$ cat src/rtl/itp_pkg.sv
package itp_pkg;

  localparam int STACK_DEPTH = 32;
  localparam int VALUE_WIDTH = 32;
  localparam int MAX_RESULTS = 32;

  localparam int ADDR_W = $clog2(STACK_DEPTH);
  localparam int CNT_W  = $clog2(STACK_DEPTH + 1);
  localparam int RES_W  = $clog2(MAX_RESULTS + 1);

  localparam logic [3:0] K_NUMBER = 4'd0;
  localparam logic [3:0] K_PLUS   = 4'd1;
  localparam logic [3:0] K_MINUS  = 4'd2;
  localparam logic [3:0] K_MULT   = 4'd3;
  localparam logic [3:0] K_DIV    = 4'd4;
  localparam logic [3:0] K_UNEG   = 4'd5;
  localparam logic [3:0] K_LPAREN = 4'd6;
  localparam logic [3:0] K_RPAREN = 4'd7;
  localparam logic [3:0] K_END    = 4'd8;

  localparam logic [2:0] OK_NUMBER = 3'd0;
  localparam logic [2:0] OK_UNEG   = 3'd5;
  localparam logic [2:0] OK_LPAREN = 3'd6;

  localparam logic [1:0] PREC_NONE = 2'd0;
  localparam logic [1:0] PREC_LOW  = 2'd1;
  localparam logic [1:0] PREC_MID  = 2'd2;
  localparam logic [1:0] PREC_HIGH = 2'd3;

  localparam logic ASSOC_LEFT  = 1'b0;
  localparam logic ASSOC_RIGHT = 1'b1;

  function automatic logic [1:0] prec_of(input logic [2:0] kind);
    logic [1:0] p;
    p = PREC_NONE;
    if (kind == K_PLUS[2:0] || kind == K_MINUS[2:0]) p = PREC_LOW;
    if (kind == K_MULT[2:0] || kind == K_DIV[2:0])   p = PREC_MID;
    if (kind == OK_UNEG)                              p = PREC_HIGH;
    return p;
  endfunction

  function automatic logic assoc_of(input logic [2:0] kind);
    return (kind == OK_UNEG) ? ASSOC_RIGHT : ASSOC_LEFT;
  endfunction

  // stacked entry leaves ahead of incoming operator
  function automatic logic pops(input logic [2:0] stacked, input logic [2:0] incoming);
    logic [1:0] tp;
    logic [1:0] p;
    tp = prec_of(stacked);
    p  = prec_of(incoming);
    return (tp != PREC_NONE) &&
           ((tp > p) || (tp == p && assoc_of(incoming) == ASSOC_LEFT));
  endfunction

endpackage

$ cat src/rtl/infix_to_postfix_converter.sv
// a number is captured into the token register on its transfer, then written to the output register once it is free
// each popped stack entry takes a pop in S_RUN, then a memory read in S_WAIT to refill the cache
// a new token is accepted only in S_IDLE, once the previous one and every stack entry it pops are done;
// a right parenthesis ends when it pops its matching left parenthesis, which is not emitted
// reset: synchronous; clears stack count, overflow flag, sequencer and output valid
// stack memory is not cleared; only written entries are ever used
module infix_to_postfix_converter (
  input  logic        clk,
  input  logic        rst,
  input  logic        in_valid,
  output logic        in_ready,
  input  logic [3:0]  token_kind,
  input  logic [31:0] token_value,
  output logic        out_valid,
  input  logic        out_ready,
  output logic [2:0]  out_kind,
  output logic [31:0] out_value,
  output logic        run_last,
  output logic        expr_done,
  output logic        overflow_seen
);

  typedef enum logic [1:0] {S_IDLE, S_RUN, S_WAIT} state_t;

  state_t                              state, state_next;
  logic                                fin, fin_next;
  logic [3:0]                          kind_r;
  logic [itp_pkg::VALUE_WIDTH-1:0]     value_r;
  logic [itp_pkg::CNT_W-1:0]           count;
  logic [itp_pkg::RES_W-1:0]           n;
  logic                                flag;
  logic [2:0]                          top;
  logic [2:0]                          under;
  logic [2:0]                          rdata;
  logic [2:0]                          stack_mem [itp_pkg::STACK_DEPTH];
  logic [itp_pkg::ADDR_W-1:0]          rd_addr;

  logic       out_free;
  logic       room;
  logic       room_more;
  logic       emit;
  logic [2:0] emit_kind;
  logic       emit_last;
  logic       emit_done;
  logic       do_push;
  logic       do_pop;
  logic       do_clear;

  assign in_ready  = (state == S_IDLE);
  assign out_free  = !out_valid || out_ready;
  assign room      = (n < itp_pkg::RES_W'(itp_pkg::MAX_RESULTS));
  assign room_more = (n < itp_pkg::RES_W'(itp_pkg::MAX_RESULTS - 1));
  assign rd_addr   = itp_pkg::ADDR_W'(count - itp_pkg::CNT_W'(3));

  always_comb begin
    state_next = state;
    fin_next   = fin;
    emit       = 1'b0;
    emit_kind  = top;
    emit_last  = 1'b0;
    emit_done  = 1'b0;
    do_push    = 1'b0;
    do_pop     = 1'b0;
    do_clear   = 1'b0;
    unique case (state)
      S_IDLE: begin
        if (in_valid) state_next = S_RUN;
      end
      S_RUN: begin
        unique case (kind_r)
          itp_pkg::K_NUMBER: begin
            if (out_free) begin
              emit       = 1'b1;
              emit_kind  = itp_pkg::OK_NUMBER;
              emit_last  = 1'b1;
              state_next = S_IDLE;
            end
          end
          itp_pkg::K_PLUS, itp_pkg::K_MINUS, itp_pkg::K_MULT, itp_pkg::K_DIV,
          itp_pkg::K_UNEG: begin
            if (count != '0 && room && itp_pkg::pops(top, kind_r[2:0])) begin
              if (out_free) begin
                emit       = 1'b1;
                emit_last  = !(count > itp_pkg::CNT_W'(1) && room_more &&
                               itp_pkg::pops(under, kind_r[2:0]));
                do_pop     = 1'b1;
                fin_next   = 1'b0;
                state_next = S_WAIT;
              end
            end else begin
              do_push    = 1'b1;
              state_next = S_IDLE;
            end
          end
          itp_pkg::K_LPAREN: begin
            do_push    = 1'b1;
            state_next = S_IDLE;
          end
          itp_pkg::K_RPAREN: begin
            if (count == '0 || !room) begin
              state_next = S_IDLE;
            end else if (top == itp_pkg::OK_LPAREN) begin
              do_pop     = 1'b1;
              fin_next   = 1'b1;
              state_next = S_WAIT;
            end else if (out_free) begin
              emit       = 1'b1;
              emit_last  = (count == itp_pkg::CNT_W'(1)) || (under == itp_pkg::OK_LPAREN) ||
                           !room_more;
              do_pop     = 1'b1;
              fin_next   = 1'b0;
              state_next = S_WAIT;
            end
          end
          itp_pkg::K_END: begin
            if (count == '0 || !room) begin
              do_clear   = 1'b1;
              state_next = S_IDLE;
            end else if (out_free) begin
              emit       = 1'b1;
              emit_last  = (count == itp_pkg::CNT_W'(1)) || !room_more;
              emit_done  = emit_last;
              do_pop     = 1'b1;
              fin_next   = 1'b0;
              state_next = S_WAIT;
            end
          end
          default: begin
            state_next = S_IDLE;
          end
        endcase
      end
      S_WAIT: begin
        state_next = fin ? S_IDLE : S_RUN;
      end
      default: begin
        state_next = S_IDLE;
      end
    endcase
  end

  // operator stack memory
  always_ff @(posedge clk) begin
    if (do_push && count != itp_pkg::CNT_W'(itp_pkg::STACK_DEPTH)) begin
      stack_mem[count[itp_pkg::ADDR_W-1:0]] <= kind_r[2:0];
    end
    rdata <= stack_mem[rd_addr];
  end

  always_ff @(posedge clk) begin
    if (rst) begin
      state     <= S_IDLE;
      fin       <= 1'b0;
      count     <= '0;
      n         <= '0;
      flag      <= 1'b0;
      out_valid <= 1'b0;
    end else begin
      state <= state_next;
      fin   <= fin_next;
      if (in_valid && in_ready) begin
        kind_r  <= token_kind;
        value_r <= token_value[itp_pkg::VALUE_WIDTH-1:0];
        n       <= '0;
      end
      if (emit) begin
        n             <= n + itp_pkg::RES_W'(1);
        out_valid     <= 1'b1;
        out_kind      <= emit_kind;
        out_value     <= (emit_kind == itp_pkg::OK_NUMBER) ? 32'(value_r) : 32'd0;
        run_last      <= emit_last;
        expr_done     <= emit_done;
        overflow_seen <= flag;
      end else if (out_ready) begin
        out_valid <= 1'b0;
      end
      if (do_push) begin
        if (count == itp_pkg::CNT_W'(itp_pkg::STACK_DEPTH)) begin
          flag <= 1'b1;
        end else begin
          top   <= kind_r[2:0];
          under <= top;
          count <= count + itp_pkg::CNT_W'(1);
        end
      end
      if (do_pop) begin
        count <= count - itp_pkg::CNT_W'(1);
        top   <= under;
      end
      if (state == S_WAIT) begin
        under <= rdata;
      end
      if (do_clear) begin
        count <= '0;
        flag  <= 1'b0;
      end
    end
  end

endmodule
$ cat config.mk
export PLATFORM = sky130hd
export DESIGN_NAME = infix_to_postfix_converter
export DESIGN_NICKNAME = d
export VERILOG_FILES = /design/src/rtl/itp_pkg.sv /design/src/rtl/infix_to_postfix_converter.sv
export SDC_FILE = /design/constraint.sdc
export NUM_CORES = 1
export LEC_CHECK = 0
export ABC_AREA = 0
export CAP_MARGIN = 20
export CELL_PAD_IN_SITES_DETAIL_PLACEMENT = 1
export CELL_PAD_IN_SITES_GLOBAL_PLACEMENT = 2
export CORE_MARGIN = 4
export CORE_UTILIZATION = 40
export CTS_CLUSTER_DIAMETER = 50
export DETAILED_ROUTE_END_ITERATION = 8
export DONT_BUFFER_PORTS = 1
export PLACE_DENSITY_LB_ADDON = 0.1
export REMOVE_ABC_BUFFERS = 1
export SLEW_MARGIN = 20
export SYNTH_ARGS = -nofsm -noshare
export SYNTH_HDL_FRONTEND = slang
export SYNTH_SLANG_ARGS = --single-unit
$ cat constraint.sdc
create_clock -name clk -period 4.35 [get_ports clk]
set_input_delay 0.435 -clock clk [delete_from_list [all_inputs] [get_ports clk]]
set_output_delay 0.435 -clock clk [all_outputs]
set_load 0.02 [all_outputs]
# Word-level counts from Yosys, hierarchy flattened
# Memory sizes are Yosys's and may differ from the RTL's. A register that Yosys moved wholly into a read port is not among the register bits.
# Index checks and enable logic that the tools add are counted.
dict set report classes {
  add_sub_neg 4
  n_lt_le_gt_ge 5
  eq_ne 39
  n_mux 81
  bitwise 2
  reduce_logical 50
}
# cell count
set op_table {}
lappend op_table {{$mux 2} 25}
lappend op_table {{$mux 1} 35}
lappend op_table {{$mux 6} 5}
lappend op_table {{$mux 3} 9}
lappend op_table {{$eq 3x3->1 const B} 8}
lappend op_table {{$eq 3x2->1 const B} 6}
lappend op_table {{$eq 4x3->1 const B} 4}
lappend op_table {{$logic_or 1x1->1} 13}
lappend op_table {{$add 6x1->6 const B} 2}
lappend op_table {{$reduce_and 2->1} 6}
lappend op_table {{$reduce_bool 2->1} 6}
lappend op_table {{$logic_and 1x1->1} 10}
lappend op_table {{$ne 2x2->1 const B} 5}
lappend op_table {{$eq 3x1->1 const B} 3}
lappend op_table {{$eq 4x2->1 const B} 2}
lappend op_table {{$pmux 1 s4} 2}
lappend op_table {{$pmux 2 s4} 1}
lappend op_table {{$eq 6x1->1 const B} 1}
lappend op_table {{$eq 6x6->1 const B} 1}
lappend op_table {{$gt 6x1->1 const B} 1}
lappend op_table {{$logic_not 6->1} 1}
lappend op_table {{$lt 6x5->1 const B} 1}
lappend op_table {{$lt 6x6->1 const B} 1}
lappend op_table {{$ne 6x6->1 const B} 1}
lappend op_table {{24 further kinds} 32}
dict set report word_totals {
  reg_bits 97
  ramBits 96
  inputBits 40
  out_inout_bits 40
  wordCells 197
  mem_count 1
}
# memory depth word_bits read_ports rd_ports_with_merged_regs wr line
set memory_table {}
lappend memory_table {stack_mem 32 3 1 1 1 infix_to_postfix_converter.sv:35} ;# logic [2:0] stack_mem [itp_pkg::STACK_DEPTH];

# Depth between registers and ports, before layout
# Gate-level depths: netlist of run 1.
dict set report depth {
  ltp_word 24
  depth_mapped 12
  depth_no_buf 11
}

# Worst setup path before layout of run 1
# Ideal clock, no wire load.
dict set report synth_path {
  kind {reg2reg}
  startpoint {register kind_r[0]}
  endpoint {register expr_done (enable)}
  arrival_ns 3.570
  slack_ns 0.387
  stages_incl_launch_ff 9
  path_buffers 1
  path_cell_list {edfxtp_1 > buf_2 > mux2_2 > ha_1 > and3_4 > a2111oi_4 > nand4_4 > a311o_1 > inv_1}
}
dict set report synth_between {
  elab_chain_cells 16
}
# item line
set synth_rtl {}
lappend synth_rtl {{start: declaration} infix_to_postfix_converter.sv:27} ;# logic [3:0] kind_r;
lappend synth_rtl {{start signal: assignment} infix_to_postfix_converter.sv:162} ;# kind_r <= token_kind;
lappend synth_rtl {{$eq 3x1->1 or $eq 3x2->1 (tied branches)} itp_pkg.sv:36} ;# if (kind == K_PLUS[2:0] || kind == K_MINUS[2:0]) p = PREC_LOW;
lappend synth_rtl {{$logic_or 1x1->1} itp_pkg.sv:36}
lappend synth_rtl {{$mux 1} itp_pkg.sv:36}
lappend synth_rtl {{$mux 2} itp_pkg.sv:37} ;# if (kind == K_MULT[2:0] || kind == K_DIV[2:0]) p = PREC_MID;
lappend synth_rtl {{$mux 2} itp_pkg.sv:38} ;# if (kind == OK_UNEG) p = PREC_HIGH;
lappend synth_rtl {{$mux 2} infix_to_postfix_converter.sv:70} ;# unique case (kind_r)
lappend synth_rtl {{$mux 2} infix_to_postfix_converter.sv:65} ;# unique case (state)
lappend synth_rtl {{$eq 2x2->1} itp_pkg.sv:53} ;# ((tp > p) || (tp == p && assoc_of(incoming) == ASSOC_LEFT));
lappend synth_rtl {{$logic_and 1x1->1} itp_pkg.sv:53}
lappend synth_rtl {{$logic_or 1x1->1} itp_pkg.sv:53}
lappend synth_rtl {{$logic_and 1x1->1} itp_pkg.sv:52} ;# return (tp != PREC_NONE) &&
lappend synth_rtl {{$logic_and 1x1->1} infix_to_postfix_converter.sv:81} ;# if (count != '0 && room && itp_pkg::pops(top, kind_r[2:0])) begin
lappend synth_rtl {{$mux 1} infix_to_postfix_converter.sv:81}
lappend synth_rtl {{$pmux 1 s4 *} infix_to_postfix_converter.sv:70}
lappend synth_rtl {{$mux 1 *} infix_to_postfix_converter.sv:65}
lappend synth_rtl {{$reduce_and 2->1 (no line) *} n/a}
lappend synth_rtl {{end signal: assignment} infix_to_postfix_converter.sv:172} ;# expr_done <= emit_done;
lappend synth_rtl {{end: declaration} infix_to_postfix_converter.sv:19} ;# output logic expr_done,
# Every way passes the cells marked *; elsewhere a longest branch is shown, timed or not. The select of a mux whose other input is x is not followed.
# A chain may end at the register's enable or synchronous reset.

# Worst setup path in the final report of run 1
dict set report layout_path {
  startpoint {register kind_r[2]}
  endpoint {memory stack_mem[18][2] (enable)}
}
dict set report layout_between {
  elab_chain_cells 18
}
# item line
set layout_rtl {}
lappend layout_rtl {{$eq 3x1->1 or $eq 3x2->1 (tied branches)} itp_pkg.sv:36}
lappend layout_rtl {{$logic_or 1x1->1} itp_pkg.sv:36}
lappend layout_rtl {{$mux 1} itp_pkg.sv:36}
lappend layout_rtl {{$mux 2} itp_pkg.sv:37}
lappend layout_rtl {{$mux 2} itp_pkg.sv:38}
lappend layout_rtl {{$mux 2} infix_to_postfix_converter.sv:70}
lappend layout_rtl {{$mux 2} infix_to_postfix_converter.sv:65}
lappend layout_rtl {{$eq 2x2->1} itp_pkg.sv:53}
lappend layout_rtl {{[... 2 more ...]} n/a}
lappend layout_rtl {{$logic_and 1x1->1} itp_pkg.sv:52}
lappend layout_rtl {{$logic_and 1x1->1} infix_to_postfix_converter.sv:81}
lappend layout_rtl {{$mux 1} infix_to_postfix_converter.sv:81}
lappend layout_rtl {{$pmux 1 s2 *} infix_to_postfix_converter.sv:70}
lappend layout_rtl {{$mux 1 *} infix_to_postfix_converter.sv:65}
lappend layout_rtl {{$logic_and 1x1->1 *} infix_to_postfix_converter.sv:144} ;# if (do_push && count != itp_pkg::CNT_W'(itp_pkg::STACK_DEPTH)) begin
lappend layout_rtl {{$mux 1 *} infix_to_postfix_converter.sv:144}
lappend layout_rtl {{$mux 1 (not written as such) *} infix_to_postfix_converter.sv:145} ;# stack_mem[count[itp_pkg::ADDR_W-1:0]] <= kind_r[2:0];
lappend layout_rtl {{end: declaration} infix_to_postfix_converter.sv:35}
# Marked as above.

==> results of run 1 <==
## how the worst max path moves through the flow
stage / startpoint / endpoint / slack, ns / depth (start not counted)
floorplan: count[0] / expr_done / 0.30 / 7
global placement: kind_r[2] / stack_mem[22][0] / 0.69 / 10
detailed placement: kind_r[2] / stack_mem[18][1] / 0.53 / 10
CTS: kind_r[2] / stack_mem[16][2] / 0.50 / 10
global route: kind_r[2] / stack_mem[6][1] / 0.21 / 10
finish: kind_r[2] / stack_mem[18][2] / 0.55 / 10
## routing by layer
metal  GRT usage, %  vias to the layer above  share of wire, %
li1               -                     2069                 -
met1          22.92                     2301                44
met2          28.51                       91                50
met3          5.177                       16               4.7
met4          4.896                        4               1.1
met5              0                        -              0.18
## through the flow
step	hold slack (ns)	instance area, µm²	power [µW]	worst slack (ns)
after floorplan	0.4090	8090	2224	0.2981
after global placement	0.4154	8558	2275	0.6858
after detailed placement	0.4225	8558	2278	0.5300
after CTS	0.03548	9213	3950	0.5047
after global routing	0.03539	9215	4044	0.2129
final	0.05981	9215	3903	0.5542
## power by group
part	switching, µW	internal (µW)
Clock	856	816
Combinational	94.4	61.5
Sequential	12.7	2060
## cells in the mapped netlist, types with 2 or more instances
library cell / n / share of area (%)
a2111oi_0: 3 / 0.32
a211oi_1: 6 / 0.55
a21boi_0: 2 / 0.18
a21oi_1: 22 / 1.3
a311o_1: 2 / 0.24
a31o_2: 3 / 0.32
a31oi_1: 5 / 0.38
and3_1: 2 / 0.15
buf_2: 7 / 0.43
clkbuf_1: 14 / 0.64
dfxtp_1: 20 / 4.9
edfxtp_1: 176 / 65
ha_1: 9 / 1.4
inv_1: 8 / 0.37
mux2_2: 8 / 1.1
mux2i_1: 2 / 0.24
mux4_2: 30 / 8.3
nand2_1: 23 / 1.1
nand2b_1: 6 / 0.46
nand3_1: 12 / 0.73
nand3b_1: 5 / 0.46
nor2_1: 48 / 2.2
nor2b_1: 43 / 3.3
nor3_1: 15 / 0.92
o21a_1: 3 / 0.28
o21ai_0: 13 / 0.80
o21bai_1: 3 / 0.28
o22ai_1: 2 / 0.15
o311ai_0: 2 / 0.21
or2_2: 2 / 0.15
or3_1: 4 / 0.31
or3b_2: 3 / 0.32
xnor2_1: 3 / 0.32
## critical path: stages (launching register included)
cell       delay [ns]
edfxtp_1         0.69
nor2b_1          0.16
a21oi_1          0.25
ha_1             0.30
nor2b_1          0.14
a211oi_1         0.35
a2111oi_4        0.11
a21bo_2          0.30
a21oi_2          0.36
nand2_1          0.42
nor2_1           0.38
## registers in the layout (all words and copies together) (netlist names)
| name | count |
|---|---|
| n | 6 |
| out_valid | 1 |
| flag | 1 |
| state | 2 |
| overflow_seen | 1 |
| top | 3 |
| out_value | 32 |
| expr_done | 1 |
| kind_r | 4 |
| run_last | 1 |
| stack_mem | 96 |
| fin | 1 |
| value_r | 32 |
| out_kind | 3 |
| count | 6 |
| rdata | 3 |
| under | 3 |
## cell families after synthesis
family,count (synthesis)
muxes,40
adders and majority gates,9
xor gates and xnor gates,3
AOI/OAI and AO/OA,77
and+or+nand+nor,173
buffers and inverters,30
DFF,196
## area by class of cell
cell class	instances	area (µm²)
Antenna cell	1	2.502
Clock buffer	17	425.4
Clock inverter	15	229.0
Fill cell	1973	10950
Inverter	8	30.03
Multi-Input combinational cell	302	2386
Sequential cell	196	5687
Tap cell	270	337.8
Timing Repair Buffer	14	117.6
==> impl_metrics.tcl, run 1 <==
set metrics [dict create \
    holdCritStartpoint "rst" \
    final_common_cell "edfxtp_1" \
    r2r_slack_ns 0.55 \
    synth.area.mux_share_pct 9.604 \
    cts.htree.levels 4 \
    drtIter0Drc 247 \
    fmax_mhz 263.4 \
    synth_compound_gate_area_share_pct 6.499 \
    reg2reg_depth 10 \
    drive_above_1_share_pct 18.48 \
    setup_viol 0 \
    ys.flop_type "edfxtp_1" \
    via_count 4481 \
    cts_buffer_depth 2 \
    final_max_slew_viol_count 0 \
    path_class "flop to flop" \
    die_x_um 151.0 \
    grt-ovfl-total 0 \
    final_cells 823 \
    ys_ff_latch 196 \
    r2r-start "kind_r[2]" \
    p_per_area_nw_per_um2 423.6 \
    synth_seq_area_share_pct 69.49 \
    syn_inst 528 \
    period_share_pct 87.26 \
    numCtsBuffers 17 \
    final_util_pct 45.69 \
    status "finished clean" \
    synth_edf_count 176 \
    async_reset_ff_share_pct 0 \
    grt_pass1_wl_um 29330 \
    rows 52 \
    hold_class "input port to flop" \
    setup.worst_path.end_class "flop" \
    syn_avg_cell_area_um2 15.50 \
    ctsHoldBuffers 0 \
    boundaryPins 80 \
    insertion_delay_ns 0.44 \
    max_slew.worst_pin.slew_ns 0.9212 \
    whs_endpoint "out_valid" \
    wl_per_cell_um 22.81 \
    final_cell_mix "edfxtp_1 (176), nor2_1 (47), nor2b_1 (43)" \
    synthSimpleGateAreaFrac_pct 11.22 \
    regToRegEndpoint "stack_mem[18][2]" \
    remaining_drc_errors 0 \
    core_area_um2 20170 \
    dieArea_um2 22810 \
    viasPerCell 5.445 \
    cts.clk_slew.worst_paths_ns 0.08 \
    grt_usage_pct 17.49 \
    synth_xor_area_share_pct 0.3212 \
    relSlewSlack_pct 38.44 \
    cp_max_fo 15 \
    cts-root-buf "clkbuf_16" \
    finalHoldViolCount 0 \
    grt_setup_unrepaired "false" \
    required_ns 4.46 \
    area_growth_pct 12.63 \
    fin_setup_tns_ns 0 \
    final_nets 588 \
    grt_start_max_net_pins 41 \
    ant_nets 0 \
    ir_worst_vdd_uv 269.8 \
    synth.distinct_cells 55 \
    period_minus_slack_ns 3.796 \
    die_h_um 151.0 \
    port_buffers 0 \
    start_util_pct 40.56 \
    antenna_found_initial 3 \
    post_cts_buffers 0 \
    synth_area_um2 8182 \
    crit_path_start_kind "flop" \
    cts_resized 0 \
    yosysWarnings 0 \
    synthAdderAreaFrac_pct 1.376 \
    first_global_vias 4781 \
    crit_arrival_ns 3.91 \
    dr.pass1.iters 4 \
    dp_hpwl_um 12630 \
    maxCapViolations 0 \
    skew_ns 0.01341 \
    place.gp.congestion 0.7916 \
    cts_tree "done" \
    min_path_cells 1 \
    wl_um 18770 \
    clock_sinks 196 \
    synth_top_family_by_area "simple AND/OR/NAND/NOR gates" \
    dp_cells 790 \
    p_leak_uw 0.002842 \
]
No activity file was read; power rests on OpenSTA's default activity.
==> run 2, diff against run 1 <==
--- a/config.mk
+++ b/config.mk
@@ -15,7 +15,6 @@
 export DETAILED_ROUTE_END_ITERATION = 8
 export DONT_BUFFER_PORTS = 1
 export PLACE_DENSITY_LB_ADDON = 0.1
-export REMOVE_ABC_BUFFERS = 1
 export SLEW_MARGIN = 20
 export SYNTH_ARGS = -nofsm -noshare
 export SYNTH_HDL_FRONTEND = slang
==> impl_metrics.tcl, run 2 (same netlist as run 1, synthesis figures left out) <==
set metrics [dict create \
    cts.clk_slew.worst_paths_ns 0.08 \
    wl_um 18880 \
    ant_nets 0 \
    clock_sinks 196 \
    p_leak_uw 0.002827 \
    wl_per_cell_um 23.02 \
    crit_arrival_ns 3.90 \
    post_cts_buffers 0 \
    port_buffers 0 \
    drtIter0Drc 418 \
    final_nets 586 \
    antenna_cells 0 \
    status "finished clean" \
    core_area_um2 20170 \
    grt_usage_pct 17.42 \
    final_max_slew_viol_count 0 \
    antenna_found_initial 1 \
    fin_setup_tns_ns 0 \
    period_minus_slack_ns 3.785 \
    via_count 4490 \
    required_ns 4.47 \
    dp_hpwl_um 12910 \
    numCtsBuffers 17 \
    path_cells "buf_4, nor2b_1, a21oi_1, ha_1, nor2b_1, a211oi_1, a2111oi_4, a21bo_2, a21oi_2, nand2_1, nor2_1" \
    period_share_pct 87.00 \
    path_class "flop to flop" \
    critPathMaxStageDelay_ns 0.46 \
    fmax_mhz 264.2 \
    final_cell_mix "edfxtp_1 (176), nor2_1 (47), nor2b_1 (43)" \
    cts.htree.levels 4 \
    final_cells 820 \
    setup.worst_path.end_class "flop" \
    finalHoldViolCount 0 \
    start_util_pct 40.56 \
    drive_above_1_share_pct 18.36 \
    first_global_vias 4744 \
    ir_worst_vdd_uv 275.2 \
    hold_class "input port to flop" \
    crit_path_start_kind "flop" \
    area_growth_pct 12.36 \
    grt_start_max_net_pins 42 \
    skew_ns 0.01148 \
    viasPerCell 5.476 \
    cts_resized 0 \
    boundaryPins 80 \
    largest_register_ffs 96 \
    remaining_drc_errors 0 \
    r2r_slack_ns 0.57 \
    die_x_um 151.0 \
    grt-ovfl-total 0 \
    max_slew.worst_pin.slew_ns 1.002 \
    cts_buffer_depth 2 \
    cts_tree "done" \
    grt_setup_unrepaired "false" \
    grt_pass1_wl_um 29000 \
    syn_nets 577 \
    rows 52 \
    setup_viol 0 \
    n_fill_cell 1969 \
    final_common_cell "edfxtp_1" \
    dr.pass1.iters 4 \
    die_h_um 151.0 \
    fin_hold_ws_ns 0.05265 \
    cp_max_fo 10 \
    dieArea_um2 22810 \
    cts-root-buf "clkbuf_16" \
    insertion_delay_ns 0.44 \
    crit_top_cell "nor2b_1" \
    slowest_stage "nand2_1" \
    p_per_area_nw_per_um2 421.9 \
    place.gp.congestion 0.7877 \
    relSlewSlack_pct 33.05 \
    dp_cells 788 \
    final_util_pct 45.58 \
    ctsHoldBuffers 0 \
    maxCapViolations 0 \
]
[run 2: path summary, 6_finish.rpt]
check	start	to	cells after the start
min	rst	out_valid	1
min reg2reg	flag	overflow_seen	0
max	kind_r[1]	stack_mem[9][1]	11
max reg2reg	kind_r[1]	stack_mem[9][1]	11
[run 2: area by class of cell]
cell class | count | area (µm²) | share of cell area (%)
sequential | 196 | 5687 | 61.86
multi-input combinational | 302 | 2392 | 26.02
clock buffer | 17 | 425.4 | 4.628
tap | 270 | 337.8 | 3.675
clock inverter | 15 | 217.7 | 2.368
timing repair buffer | 12 | 102.6 | 1.116
inverter | 8 | 30.03 | 0.3267
[run 2: per-stage QoR]
step | total power [µW] | instance area, µm² | setup WS, ns
detailed placement | 2278 | 8543 | 0.6230
global route | 4023 | 9193 | 0.3412
CTS | 3921 | 9186 | 0.5735
finish | 3878 | 9193 | 0.5654
global placement | 2274 | 8543 | 0.7516
floorplan | 2228 | 8182 | 0.3870
[run 2: power breakdown]
group / leakage, µW / total [µW] / internal, µW / switching, µW
clock network: 0.000309 / 1640 / 807 / 838
registers: 0.00179 / 2070 / 2060 / 11.7
logic: 0.000729 / 158 / 61.9 / 96.4
[run 2: per-layer routing]
metal | up-vias | global-route usage (%) | wire [µm] | part of all wire, %
li1 | 2062 | - | - | -
met1 | 2319 | 24.62 | 8745 | 46
met2 | 87 | 26.84 | 9097 | 48
met3 | 20 | 4.877 | 824 | 4.4
met4 | 2 | 4.488 | 199 | 1.1
met5 | - | 0 | 13 | 0.069
[run 2: worst max-delay path: cells and delay by family (launching register included)]
family          cells  cell delay (ns)
compound gates      5             1.39
fa+ha+maj           1             0.30
buf+inv             1             0.20
flops               1             0.42
simple gates        4             1.15
